<file path="src/bstf_pkg.sv">
// Shared types and constants for the byte-stuffing transmit framer.
// No dependencies; used by byte_stuffing_tx_framer_core.
`default_nettype none

package bstf_pkg;

    typedef logic [7:0] byte_t;
    typedef logic [1:0] kind_t;
    typedef logic [1:0] cfg_index_t;
    typedef logic [1:0] run_count_t;

    localparam kind_t KIND_START = 2'd0;
    localparam kind_t KIND_DATA  = 2'd1;
    localparam kind_t KIND_STOP  = 2'd2;

    localparam cfg_index_t CFG_START_TOKEN = 2'd0;
    localparam cfg_index_t CFG_STOP_TOKEN  = 2'd1;
    localparam cfg_index_t CFG_SKIP_TOKEN  = 2'd2;
    localparam cfg_index_t CFG_NOP_BYTE    = 2'd3;

    localparam byte_t START_TOKEN_RESET = 8'd170;
    localparam byte_t STOP_TOKEN_RESET  = 8'd85;
    localparam byte_t SKIP_TOKEN_RESET  = 8'd90;
    localparam byte_t NOP_BYTE_RESET    = 8'd0;

    localparam run_count_t RUN_EMPTY = 2'd0;
    localparam run_count_t RUN_ONE   = 2'd1;
    localparam run_count_t RUN_TWO   = 2'd2;
    localparam run_count_t RUN_THREE = 2'd3;

endpackage

`default_nettype wire

</file>
<file path="src/byte_stuffing_tx_framer_core.sv">
// Byte-stuffing transmit framer: command beats in, framed line bytes out.
// Depends on bstf_pkg for types, command codes and register indexes.
//
// Usage:
//   Input channel (in_valid/in_ready) carries one command per beat: start,
//   data byte or stop. Output channel (out_valid/out_ready) carries one line
//   byte per beat; run_end marks the last byte belonging to a command.
//   Start gives two bytes, stop gives three, a data byte gives one or two
//   (two when it must be escaped). Command code 3 is taken and dropped.
//   The first byte of a command passes through the run register and then
//   the output register before it is offered. Throughput: one line byte per
//   cycle while the receiver is ready; a command is taken in the same cycle
//   as the last byte of the previous command moves to the output register,
//   so plain data bytes stream at one per cycle. The three-entry run register
//   feeding the single output register sets this figure. Token registers are
//   written through cfg_write/cfg_index/cfg_data while the framer is idle;
//   the user must keep to this, as the block does not enforce it. Reset
//   restores the default tokens, clears the remembered data byte and empties
//   both stages. When the receiver stalls, the output byte holds and the run
//   register fills; the input is then held off until the run drains.
`default_nettype none

module byte_stuffing_tx_framer_core (
    input  wire logic                clk,
    input  wire logic                rst_n,
    input  wire logic                in_valid,
    output logic                     in_ready,
    input  wire bstf_pkg::kind_t     kind,
    input  wire bstf_pkg::byte_t     data_byte,
    output logic                     out_valid,
    input  wire logic                out_ready,
    output bstf_pkg::byte_t          line_byte,
    output logic                     run_end,
    input  wire logic                cfg_write,
    input  wire bstf_pkg::cfg_index_t cfg_index,
    input  wire bstf_pkg::byte_t     cfg_data
);

    bstf_pkg::byte_t      start_token_reg;
    bstf_pkg::byte_t      stop_token_reg;
    bstf_pkg::byte_t      skip_token_reg;
    bstf_pkg::byte_t      nop_byte_reg;
    bstf_pkg::byte_t      prev_data_reg;
    bstf_pkg::byte_t      prev_data_next;

    bstf_pkg::byte_t      run0_reg, run1_reg, run2_reg;
    bstf_pkg::byte_t      run0_next, run1_next, run2_next;
    bstf_pkg::run_count_t run_left_reg, run_left_next;

    logic                 out_valid_reg, out_valid_next;
    bstf_pkg::byte_t      line_byte_reg, line_byte_next;
    logic                 run_end_reg, run_end_next;

    logic                 in_take;
    logic                 out_load;
    logic                 escape;

    always_ff @(posedge clk or negedge rst_n)
    begin
        if (!rst_n)
        begin
            start_token_reg <= bstf_pkg::START_TOKEN_RESET;
            stop_token_reg  <= bstf_pkg::STOP_TOKEN_RESET;
            skip_token_reg  <= bstf_pkg::SKIP_TOKEN_RESET;
            nop_byte_reg    <= bstf_pkg::NOP_BYTE_RESET;
        end
        else if (cfg_write)
        begin
            unique case (cfg_index)
                bstf_pkg::CFG_START_TOKEN: start_token_reg <= cfg_data;
                bstf_pkg::CFG_STOP_TOKEN:  stop_token_reg  <= cfg_data;
                bstf_pkg::CFG_SKIP_TOKEN:  skip_token_reg  <= cfg_data;
                bstf_pkg::CFG_NOP_BYTE:    nop_byte_reg    <= cfg_data;
                default:                   nop_byte_reg    <= nop_byte_reg;
            endcase
        end
    end

    assign out_load = (run_left_reg != bstf_pkg::RUN_EMPTY) && (!out_valid_reg || out_ready);
    assign in_ready = (run_left_reg == bstf_pkg::RUN_EMPTY)
                   || ((run_left_reg == bstf_pkg::RUN_ONE) && out_load);
    assign in_take  = in_valid && in_ready;
    assign escape   = (data_byte == skip_token_reg)
                   || ((prev_data_reg == stop_token_reg) && (data_byte == stop_token_reg));

    always_comb
    begin
        run0_next      = run0_reg;
        run1_next      = run1_reg;
        run2_next      = run2_reg;
        run_left_next  = run_left_reg;
        prev_data_next = prev_data_reg;

        if (out_load)
        begin
            run0_next     = run1_reg;
            run1_next     = run2_reg;
            run_left_next = run_left_reg - bstf_pkg::RUN_ONE;
        end

        if (in_take)
        begin
            unique case (kind)
                bstf_pkg::KIND_START:
                begin
                    run0_next      = start_token_reg;
                    run1_next      = start_token_reg;
                    run_left_next  = bstf_pkg::RUN_TWO;
                    prev_data_next = '0;
                end
                bstf_pkg::KIND_DATA:
                begin
                    prev_data_next = data_byte;
                    if (escape)
                    begin
                        run0_next     = skip_token_reg;
                        run1_next     = data_byte;
                        run_left_next = bstf_pkg::RUN_TWO;
                    end
                    else
                    begin
                        run0_next     = data_byte;
                        run_left_next = bstf_pkg::RUN_ONE;
                    end
                end
                bstf_pkg::KIND_STOP:
                begin
                    run0_next     = nop_byte_reg;
                    run1_next     = stop_token_reg;
                    run2_next     = stop_token_reg;
                    run_left_next = bstf_pkg::RUN_THREE;
                end
                default:
                begin
                    run_left_next = bstf_pkg::RUN_EMPTY;
                end
            endcase
        end
    end

    always_comb
    begin
        out_valid_next = out_valid_reg;
        line_byte_next = line_byte_reg;
        run_end_next   = run_end_reg;
        if (out_load)
        begin
            out_valid_next = 1'b1;
            line_byte_next = run0_reg;
            run_end_next   = (run_left_reg == bstf_pkg::RUN_ONE);
        end
        else if (out_ready)
        begin
            out_valid_next = 1'b0;
        end
    end

    always_ff @(posedge clk or negedge rst_n)
    begin
        if (!rst_n)
        begin
            run_left_reg  <= bstf_pkg::RUN_EMPTY;
            out_valid_reg <= 1'b0;
            prev_data_reg <= '0;
        end
        else
        begin
            run_left_reg  <= run_left_next;
            out_valid_reg <= out_valid_next;
            prev_data_reg <= prev_data_next;
        end
    end

    always_ff @(posedge clk)
    begin
        run0_reg      <= run0_next;
        run1_reg      <= run1_next;
        run2_reg      <= run2_next;
        line_byte_reg <= line_byte_next;
        run_end_reg   <= run_end_next;
    end

    assign out_valid = out_valid_reg;
    assign line_byte = line_byte_reg;
    assign run_end   = run_end_reg;

    // A byte that does not close its command must leave the rest of the run queued.
    assert property (@(posedge clk) disable iff (!rst_n)
        (out_valid_reg && !run_end_reg) |-> (run_left_reg != bstf_pkg::RUN_EMPTY))
        else $error("open run has no queued bytes");

    assert property (@(posedge clk) disable iff (!rst_n)
        (run_left_reg == bstf_pkg::RUN_EMPTY) |-> in_ready)
        else $error("input held off with an empty run");

    assert property (@(posedge clk) disable iff (!rst_n)
        (in_take && (kind == bstf_pkg::KIND_DATA)) |=> (prev_data_reg == $past(data_byte)))
        else $error("data byte not remembered");

    assert property (@(posedge clk) disable iff (!rst_n)
        (in_take && (kind == bstf_pkg::KIND_STOP)) |=> (run_left_reg == bstf_pkg::RUN_THREE))
        else $error("stop command did not queue three bytes");

    assert property (@(posedge clk) disable iff (!rst_n)
        (in_take && (kind == bstf_pkg::KIND_START)) |=>
            ((run_left_reg == bstf_pkg::RUN_TWO) && (prev_data_reg == '0)))
        else $error("start command handled wrongly");

endmodule

`default_nettype wire

</file>
<file path="config.mk">
export PLATFORM = sky130hd
export DESIGN_NAME = byte_stuffing_tx_framer_core
export DESIGN_NICKNAME = d
export VERILOG_FILES = /design/src/bstf_pkg.sv /design/src/byte_stuffing_tx_framer_core.sv
export SDC_FILE = /design/constraint.sdc
export NUM_CORES = 1
export LEC_CHECK = 0
export BUFFER_PORTS_ARGS = -buffer_cell sky130_fd_sc_hd__buf_2
export CAP_MARGIN = 20
export CORE_ASPECT_RATIO = 0.75
export CORE_MARGIN = 2
export CORE_UTILIZATION = 25
export DETAILED_ROUTE_END_ITERATION = 12
export GPL_ROUTABILITY_DRIVEN = 0
export GPL_TIMING_DRIVEN = 0
export MAX_ROUTING_LAYER = met4
export PLACE_DENSITY_LB_ADDON = 0.1
export SLEW_MARGIN = 15
export SYNTH_ARGS = -nofsm -noshare
export SYNTH_HDL_FRONTEND = slang
export SYNTH_SLANG_ARGS = --single-unit
</file>
<file path="constraint.sdc">
create_clock -name clk -period 4.25 [get_ports clk]
set_input_delay 0.6375 -clock clk [delete_from_list [all_inputs] [get_ports clk]]
set_output_delay 0.6375 -clock clk [all_outputs]
set_load 0.005 [all_outputs]
</file>
==> flow_summary_export.csv, run 1 <==
group,metric,value,unit
status,status,"complete, no violations",
pwr,comb_power_share,26.8,%
floorplan,num_rows,38,
detailed_routing,via_count,2690,
cells_and_area,fin_util,30.8,%
cells_and_area,diodes,0,
floorplan,dieHeight,109,um
placed_design,dp_slack,1.25,ns
sta,rsz0062_at_grt,"false",
floorplan,initial_core_util,25.4,%
worst_setup_path,end_kind,"flip-flop",
clocking,clkLatencyLatePin,0.34,ns
sta,fin_crit_sh,67.0,%
pwr,pwr-share-clk,31.5,%
detailed_routing,drc,0,
floorplan,boundaryPins,36,
clocking,clkSinkCount,76,
worst_setup_path,start_kind,"flip-flop",
worst_setup_path,crit_fanout,18,
detailed_routing,wl_per_cell,18.7,um
sta,postLayoutSetupSlackWorst,1.40,ns
pwr,leakage,1.67,nW
detailed_routing,wl,10400,um
clocking,ctsHtreeMaxLevel,3,
floorplan,die_w,144,um
clocking,cts_hold_buf,0,
sta,maxSlewViolCount,0,
cells_and_area,drive_gt1_share,31.2,%
grt,grt_pass1_vias,2631,
logic_synthesis,ys_ff_latch,76,
logic_synthesis,synthArstFlopShare,56.6,%
pwr,power.internal,0.00183,W
grt,overflow,0,
clocking,cts_setup_buffers,0,
logic_synthesis,synth_area_leaders,"dfrtp_1 (21%), edfxtp_1 (14%), mux2_2 (12%)",
clocking,cts_tree,"yes",
sta,setup_viol,0,
detailed_routing,drt_pre_antenna_iters,5,
cells_and_area,nNetsFinal,381,
sta,worst_pin_slew,0.947,ns
sta,post-route-min-period,2.85,ns
sta,maxClockFrequency,351,MHz
clocking,cts-resized-gates,0,
job,cap_violations,0,
detailed_routing,vias_per_cell,4.81,
logic_synthesis,synth_top_area_cell,"dfrtp_1",
worst_setup_path,rr_startpoint,"run_left_reg[0]",
logic_synthesis,synth_top_area_share,21.2,%
worst_setup_path,worstPathRequired,4.42,ns
logic_synthesis,synthCells,308,
floorplan,coreArea,14400,um^2
grt,grt_pass1_wl,16200,um
clocking,cts_buffers,9,
pwr,switching_share,31.0,%
logic_synthesis,seq_area_frac_synth,52.4,%
logic_synthesis,synth_area,3660,um^2
sta,slew-limit-headroom,36.4,%
clocking,clk_path_buf_depth,2,
worst_setup_path,crit_arrival,3.02,ns
grt,grt_max_degree,44,
worst_setup_path,path_class,"reg -> reg",
logic_synthesis,synth_most_common_cell,"mux2_2",
placed_design,post-dp-hpwl,7860,um
worst_setup_path,r2r_setup_slack,1.40,ns
pwr,p_per_area,597,nW/um^2
grt,grt.total_usage,14.6,%
pwr,p_switching,0.000821,W
placed_design,portBuffers,34,
logic_synthesis,synthTopCellsByCount,"mux2_2 (40), dfrtp_1 (31), edfxtp_1 (17)",
sta,finalSetupTns,0,ns
detailed_routing,drtAntennaViolNets,0,
logic_synthesis,yosys_most_used_dff,"dfrtp_1",
clocking,cts.clk_slew.worst_paths,0.06,ns
worst_setup_path,r2r_end,"run1_reg[4]",
detailed_routing,drt-initial-drc-count,242,
logic_synthesis,synth_fp_nets,335,
sta,finClkSkew,0.00726,ns
worst_setup_path,crit_start,"run_left_reg[0]",
pwr,power_frac_seq,41.7,%
sta,hold_viol_final,0,
min_path,hp-class,"in -> async",
clocking,root_buffer,"clkbuf_16",
logic_synthesis,synth_cell_type_count,39,
cells_and_area,area_growth,21.0,%
floorplan,die_area,15700,um^2
logic_synthesis,synth_edf_count,17,
grt,antenna_found_initial,0,
worst_setup_path,rr_worst_depth,9,
logic_synthesis,syn_avg_cell_area,11.9,um^2
logic_synthesis,ys_warn_count,0,
pwr,peakVddDrop,0.000214,V
==> layer usage <==
layer / wire length [um] / vias up / track usage [%]
met5: 0 / - / -
met4: 83 / 0 / 3.29
met3: 679 / 9 / 3.91
met2: 4000 / 101 / 18.7
met1: 5670 / 1291 / 22.4
li1: - / 1289 / -
==> area by class of cell <==
type | count | area (um^2)
multi-input combinational | 212 | 1650
timing repair buffer | 35 | 190
clock buffer | 10 | 239
inverter | 4 | 15.0
buffer | 16 | 82.6
clock inverter | 6 | 83.8
sequential | 76 | 1920
fill | 1464 | 9970
tap | 200 | 250
==> power by group through the flow <==
stage,Combinational [W],Clock (W),Sequential (W)
2_1_floorplan,0.000496,0,0.00106
3_3_place_gp,0.000700,0,0.00111
3_5_place_dp,0.000703,0,0.00112
4_1_cts,0.000706,0.000852,0.00110
5_1_grt,0.000784,0.000886,0.00113
6_report,0.000710,0.000836,0.00110
==> worst max-delay path, stage by stage (launching register included) <==
cell,delay (ns)
dfrtp_1,0.38
inv_1,0.06
ha_1,0.22
nor2b_1,0.18
buf_2,0.31
buf_2,0.48
mux2i_1,0.40
o22ai_1,0.14
a221oi_1,0.30
o311ai_0,0.21
==> worst max path at each step <==
stage | end | slack (ns) | cells past startpoint
after floorplan | run1_reg[1] | 1.87 | 8
after CTS | run1_reg[5] | 1.46 | 9
after global routing | run1_reg[2] | 1.17 | 9
final | run1_reg[4] | 1.40 | 9
after global placement | run2_reg[1] | 1.03 | 7
after detailed placement | run1_reg[5] | 1.25 | 9
==> logic make-up after synthesis <==
family	share of synthesized area, %
flops	52.4
compound gates	15.4
simple gates	10.0
mux	16.7
buf+inv	2.66
xor+xnor	2.15
fa+ha+maj	0.683
==> through the flow <==
step / power, W / std cells / cell area [um^2] / hold slack [ns]
global placement: 0.00181 / 542 / 4090 / 0.416
floorplan: 0.00156 / 308 / 3660 / 0.342
CTS: 0.00266 / 558 / 4410 / 0.431
detailed placement: 0.00182 / 542 / 4090 / 0.418
global route: 0.00280 / 559 / 4430 / 0.164
finish: 0.00265 / 559 / 4430 / 0.153
==> layout by cell type, fill, tap and decap left out, drive strengths merged, types with 2 or more instances in the layout <==
master   n
buf     42
mux2    40
dfrtp   31
clkbuf  19
o21ai   18
edfxtp  17
mux2i   16
a22o    16
dfxtp   16
nor2    14
nand2   13
o22ai   12
dfstp   12
nor3    10
nor2b    9
xnor2    9
nand3    9
and3     8
a222oi   8
a221oi   8
o311ai   8
inv      6
nand4    2
nand3b   2
ha       2
bufinv   2
clkinv   2
(Power assumes the default switching activity.)
==> run 2: changes to the inputs <==
- ABC_AREA: default -> 1
- clock period: 4.25 -> 2.9 ns (I/O delays scaled with it)
==> flow_summary_export.csv, run 2 <==
group,metric,value,unit
cells_and_area,final_common_cell,"nand2_1",
cells_and_area,diodes,0,
pwr,p_per_area,848,nW/um^2
logic_synthesis,synth_area,3820,um^2
min_path,hp-class,"in -> reg",
cells_and_area,drive_gt1_share,17.2,%
sta,rsz0062_at_grt,"false",
status,status,"complete, no violations",
detailed_routing,drtAntennaViolNets,0,
logic_synthesis,synth_most_common_cell,"nand2_1",
sta,slew-limit-headroom,43.7,%
logic_synthesis,ys_ff_latch,76,
detailed_routing,via_count,3255,
pwr,comb_power_share,28.8,%
floorplan,num_rows,39,
sta,worst_pin_slew,0.842,ns
logic_synthesis,seq_area_frac_synth,50.3,%
cells_and_area,area_growth,19.4,%
grt,grt.total_usage,15.7,%
floorplan,dieHeight,111,um
clocking,cts-resized-gates,0,
logic_synthesis,synthTopCellsByCount,"nand2_1 (209), inv_1 (50), o21ai_0 (43)",
detailed_routing,wl,11700,um
sta,maxSlewViolCount,0,
worst_setup_path,crit_top_cell,"nand2_1",
min_path,hp-start,"out_ready",
logic_synthesis,yosys_most_used_dff,"dfrtp_1",
pwr,p_switching,0.00137,W
floorplan,initial_core_util,25.3,%
sta,finClkSkew,0.00921,ns
floorplan,die_w,147,um
detailed_routing,wl_per_cell,15.3,um
logic_synthesis,synth_area_leaders,"nand2_1 (21%), dfrtp_1 (20%), edfxtp_1 (13%)",
grt,grt_max_degree,44,
logic_synthesis,synth_top_area_share,20.5,%
sta,postLayoutSetupSlackWorst,0.766,ns
logic_synthesis,synth_fp_nets,531,
placed_design,post-dp-hpwl,9090,um
detailed_routing,drt_pre_antenna_iters,5,
worst_setup_path,crit_start,"run_left_reg[0]",
logic_synthesis,ys_warn_count,0,
grt,grt_pass1_vias,3184,
pwr,switching_share,35.4,%
detailed_routing,drc,0,
detailed_routing,drt-initial-drc-count,161,
job,cap_violations,0,
clocking,ctsHtreeMaxLevel,3,
worst_setup_path,end_kind,"flip-flop",
sta,post-route-min-period,2.13,ns
clocking,root_buffer,"clkbuf_16",
sta,maxClockFrequency,469,MHz
clocking,clk_path_buf_depth,2,
logic_synthesis,synth_cell_type_count,28,
sta,fin_crit_sh,73.6,%
floorplan,coreArea,15100,um^2
grt,grt_pass1_wl,18700,um
worst_setup_path,rr_startpoint,"run_left_reg[0]",
sta,hold_viol_final,0,
grt,antenna_found_initial,0,
worst_setup_path,critical_path.top_delay_family,"buffers and inverters",
sta,finalSetupTns,0,ns
worst_setup_path,crit_chain,"inv_1 > ha_1 > inv_1 > nand2_1 > clkinv_1 > buf_2 > nand2_1 > nand2_1 > nand2_1 > nand2_1",
pwr,power_frac_seq,43.8,%
floorplan,die_area,16300,um^2
worst_setup_path,start_kind,"flip-flop",
worst_setup_path,path_class,"reg -> reg",
floorplan,boundaryPins,36,
sta,setup_viol,0,
worst_setup_path,crit_fanout,18,
cells_and_area,final_cell_mix,"nand2_1 (209), inv_1 (50), o21ai_0 (43), buf_2 (37), nand3_1 (35)",
clocking,clkLatencyLatePin,0.34,ns
clocking,clkSinkCount,76,
grt,overflow,0,
pwr,pwr-share-clk,27.5,%
detailed_routing,vias_per_cell,4.27,
clocking,cts_buffers,9,
worst_setup_path,max_stage_delay,0.41,ns
clocking,cts.clk_slew.worst_paths,0.07,ns
pwr,power.internal,0.00250,W
placed_design,portBuffers,35,
worst_setup_path,worstPathRequired,3.13,ns
logic_synthesis,synth_top_area_cell,"nand2_1",
worst_setup_path,cp_num_buf_inv,4,
clocking,cts_tree,"yes",
worst_setup_path,critPathSlowestCell,"dfrtp_1",
pwr,peakVddDrop,0.000307,V
logic_synthesis,syn_avg_cell_area,7.58,um^2
worst_setup_path,crit_arrival,2.36,ns
logic_synthesis,synthArstFlopShare,56.6,%
cells_and_area,nNetsFinal,579,
logic_synthesis,synthCells,504,
placed_design,dp_slack,0.700,ns
pwr,leakage,2.24,nW
logic_synthesis,synth_edf_count,17,
## run 2: power groups by stage
stage                     registers, W  clock network [W]  logic, W
after global placement         0.00171                  0   0.00112
after global routing           0.00174            0.00113   0.00131
after CTS                      0.00170            0.00109   0.00113
final                          0.00169            0.00106   0.00111
after floorplan                0.00163                  0  0.000792
after detailed placement       0.00172                  0   0.00112
## run 2: repair_timing
item	4_1_cts	5_1_grt
buffers inserted	0	0
hold endpoints to repair	0	9
hold buffers	0	1
## run 2: per-layer routing
layer  vias to the layer above  track usage (%)  routed length (um)
met5                         -                -                   0
met4                         0             3.30                 120
met3                        10             3.21                 487
met2                        72             21.6                4580
met1                      1508             23.6                6490
li1                       1665                -                   -
## run 2: path summary, 6_finish.rpt
| kind | end | slack [ns] | cells past startpoint |
|---|---|---|---|
| setup / recovery | run1_reg[3] | 0.77 | 10 |
| hold / removal | out_valid | 0.37 | 4 |
| setup reg to reg | run1_reg[3] | 0.77 | 10 |
| hold reg to reg | line_byte[2] | 0.43 | 0 |
| max in group asynchronous | stop_token_reg[6] | 1.84 | 3 |
| min in group asynchronous | prev_data_reg[5] | 0.51 | 2 |
## run 2: cells by family after synthesis
logic type,after synthesis,share of synthesized area (%)
DFF,76,50.3
AOI/OAI and AO/OA,55,8.09
adders and majority gates,2,0.655
muxes,1,0.262
xor gates and xnor gates,8,1.83
buffers and inverters,73,7.76
and+or+nand+nor,289,31.1
## run 2: area by class of cell
type                    instances  area [um^2]
well taps                     205          256
plain buffers                  10         60.1
repair buffers                 37          205
inverters                      63          236
clock inverters                 5         35.0
multi-input cells             355         1600
clock buffers                  11          243
fillers                      1632        10500
flip-flops and latches         76         1920
## run 2: tightest hold or removal path: cells and delay by family
kind,cells,cell delay [ns]
buffers and inverters,2,0.10
and+or+nand+nor,2,0.13
## run 2: metrics by stage
stage / power (W) / cells / util, % / hold WS, ns / area, um^2
6_report: 0.00387 / 762 / 30.2 / 0.366 / 4560
5_1_grt: 0.00418 / 762 / 30.2 / 0.422 / 4560
4_1_cts: 0.00391 / 760 / 30.0 / 0.296 / 4530
3_5_place_dp: 0.00284 / 744 / 28.2 / 0.424 / 4250
3_3_place_gp: 0.00283 / 744 / 28.2 / 0.426 / 4250
2_1_floorplan: 0.00243 / 504 / - / 0.139 / 3820
==> run 3: changes to the inputs <==
- clock period: 2.9 -> 1.85 ns (I/O delays scaled with it)
==> flow_summary_export.csv, run 3 (synthesis gave the netlist of run 2 again) <==
group,metric,value,unit
cells_and_area,final_cell_mix,"nand2_1 (207), inv_1 (49), o21ai_0 (43), buf_2 (36)",
grt,antenna_found_initial,0,
min_path,whs_path_depth,4,
detailed_routing,drt_pre_antenna_iters,4,
worst_setup_path,max_stage_delay,0.63,ns
sta,maxClockFrequency,569,MHz
job,cap_violations,0,
cells_and_area,multiInputGateArea,1680,um^2
cells_and_area,nNetsFinal,594,
grt,grt.total_usage,15.8,%
sta,holdWs,0.234,ns
cells_and_area,fin_util,31.8,%
floorplan,die_w,147,um
floorplan,dieHeight,111,um
clocking,clkSinkCount,76,
cells_and_area,drive_gt1_share,22.6,%
pwr,p_switching,0.00220,W
pwr,peakVddDrop,0.000481,V
floorplan,num_rows,39,
worst_setup_path,cp_num_buf_inv,2,
worst_setup_path,worstPathRequired,2.08,ns
worst_setup_path,crit_top_cell,"nand2_1",
detailed_routing,wl,11900,um
worst_setup_path,crit_arrival,1.99,ns
detailed_routing,drc,0,
sta,rsz0062_at_grt,"true",
clocking,clk_path_buf_depth,2,
clocking,clkLatencyLatePin,0.34,ns
cells_and_area,diodes,0,
worst_setup_path,start_kind,"flip-flop",
sta,finClkSkew,0.00995,ns
pwr,power_frac_seq,42.4,%
detailed_routing,vias_per_cell,4.30,
sta,maxSlewViolCount,0,
sta,hold_viol_final,0,
detailed_routing,drt-initial-drc-count,138,
grt,grt_pass1_vias,3198,
sta,post-route-min-period,1.76,ns
grt,grt_pass1_wl,18800,um
worst_setup_path,crit_start,"stop_token_reg[6]",
worst_setup_path,critical_path.top_delay_family,"simple AND/OR/NAND/NOR gates",
placed_design,portBuffers,35,
grt,overflow,0,
worst_setup_path,rr_worst_depth,12,
placed_design,post-dp-hpwl,9090,um
floorplan,die_area,16300,um^2
pwr,switching_share,35.3,%
pwr,pwr-share-clk,26.7,%
pwr,p_per_area,1300,nW/um^2
detailed_routing,drtAntennaViolNets,0,
grt,grt_max_degree,44,
detailed_routing,via_count,3342,
placed_design,dp_slack,-0.328,ns
worst_setup_path,crit_chain,"inv_2 > nand2_1 > nand2_1 > nor2_1 > nand2_2 > nor2_4 > nand2_4 > nand2_8 > buf_12 > nor2_4 > o21ai_2 > nand2_1",
sta,worst_pin_slew,0.651,ns
worst_setup_path,end_kind,"flip-flop",
cells_and_area,area_growth,25.5,%
sta,slew-limit-headroom,56.5,%
min_path,hp-start,"out_ready",
sta,postLayoutSetupSlackWorst,0.0940,ns
sta,fin_crit_sh,94.9,%
cells_and_area,final_common_cell,"nand2_1",
floorplan,coreArea,15100,um^2
worst_setup_path,path_class,"reg -> reg",
cells_and_area,fill_cells,1631,
floorplan,initial_core_util,25.3,%
min_path,hp-class,"in -> reg",
sta,setup_viol,0,
detailed_routing,wl_per_cell,15.3,um
clocking,root_buffer,"clkbuf_16",
worst_setup_path,critPathSlowestCell,"dfstp_2",
clocking,cts_tree,"yes",
pwr,comb_power_share,31.0,%
worst_setup_path,crit_fanout,7,
worst_setup_path,rr_startpoint,"stop_token_reg[6]",
clocking,cts_buffers,9,
floorplan,boundaryPins,36,
status,status,"complete, no violations",
worst_setup_path,r2r_end,"run_left_reg[0]",
clocking,cts.clk_slew.worst_paths,0.06,ns
worst_setup_path,r2r_setup_slack,0.09,ns
clocking,ctsHtreeMaxLevel,3,
pwr,power.internal,0.00403,W
cells_and_area,seq_area,1920,um^2
pwr,leakage,2.37,nW
min_path,hold-path-endpoint,"out_valid",
pwr,p_total,0.00624,W
run 3: cell count changes in the layout (fill, tap and decap cells not counted), moves of 2 or more:
cell,delta
nor2_2,+2
buf_6,+2
inv_4,+2
nand3_2,+8
nor2_1,-3
clkbuf_2,+2
buf_4,+12
clkbuf_1,-2
nand3_1,-8
nand2_1,-2
run 3: layout make-up:
cell class,count,share of cell area [%]
plain buffers,10,1.51
clock buffers,11,5.06
clock inverters,5,0.731
inverters,63,5.04
multi-input cells,355,35.0
flip-flops and latches,76,40.1
well taps,205,5.35
repair buffers,52,7.25
run 3: routing by layer:
metal / global-route usage, % / vias to the layer above / routed length [um]
li1: - / 1700 / -
met1: 23.7 / 1572 / 6600
met2: 21.7 / 62 / 4720
met3: 3.21 / 8 / 478
met4: 3.30 / 0 / 100
met5: - / - / 0
run 3: power by group through the flow:
stage	Combinational, W	Sequential [W]	Clock [W]
after global placement	0.00176	0.00268	0
after CTS	0.00183	0.00266	0.00170
after detailed placement	0.00176	0.00269	0
after floorplan	0.00124	0.00256	0
after global routing	0.00225	0.00271	0.00177
final	0.00193	0.00264	0.00166
run 3: stage by stage:
step                      setup TNS [ns]  cells  instance area, um^2
final                                  0    777                 4790
after global routing              -0.306    777                 4790
after CTS                              0    763                 4580
after detailed placement           -5.72    744                 4250
after global placement             -5.20    744                 4250
after floorplan                        0    504                 3820
run 3: worst min-delay path: stages:
cell     delay, ns
buf_2         0.07
inv_1         0.03
nand2_1       0.09
nand2_1       0.06
run 3: repair_timing:
item / CTS / global route
hold buffers: 0 / 1
cloned: 0 / 1
endpoints found under the hold margin: 0 / 9
resized for setup: 8 / 19
endpoints found under the setup margin: 34 / 33
setup buffers: 3 / 11
pin swaps: 0 / 11
run 3: worst max path at each step:
stage	end	cells past startpoint	slack [ns]
final	run_left_reg[0]	12	0.09
after global routing	run_left_reg[0]	12	-0.04
after CTS	run_left_reg[0]	12	0.005
after detailed placement	run1_reg[3]	10	-0.33
after global placement	run1_reg[3]	10	-0.32
after floorplan	run_left_reg[1]	8	0.19
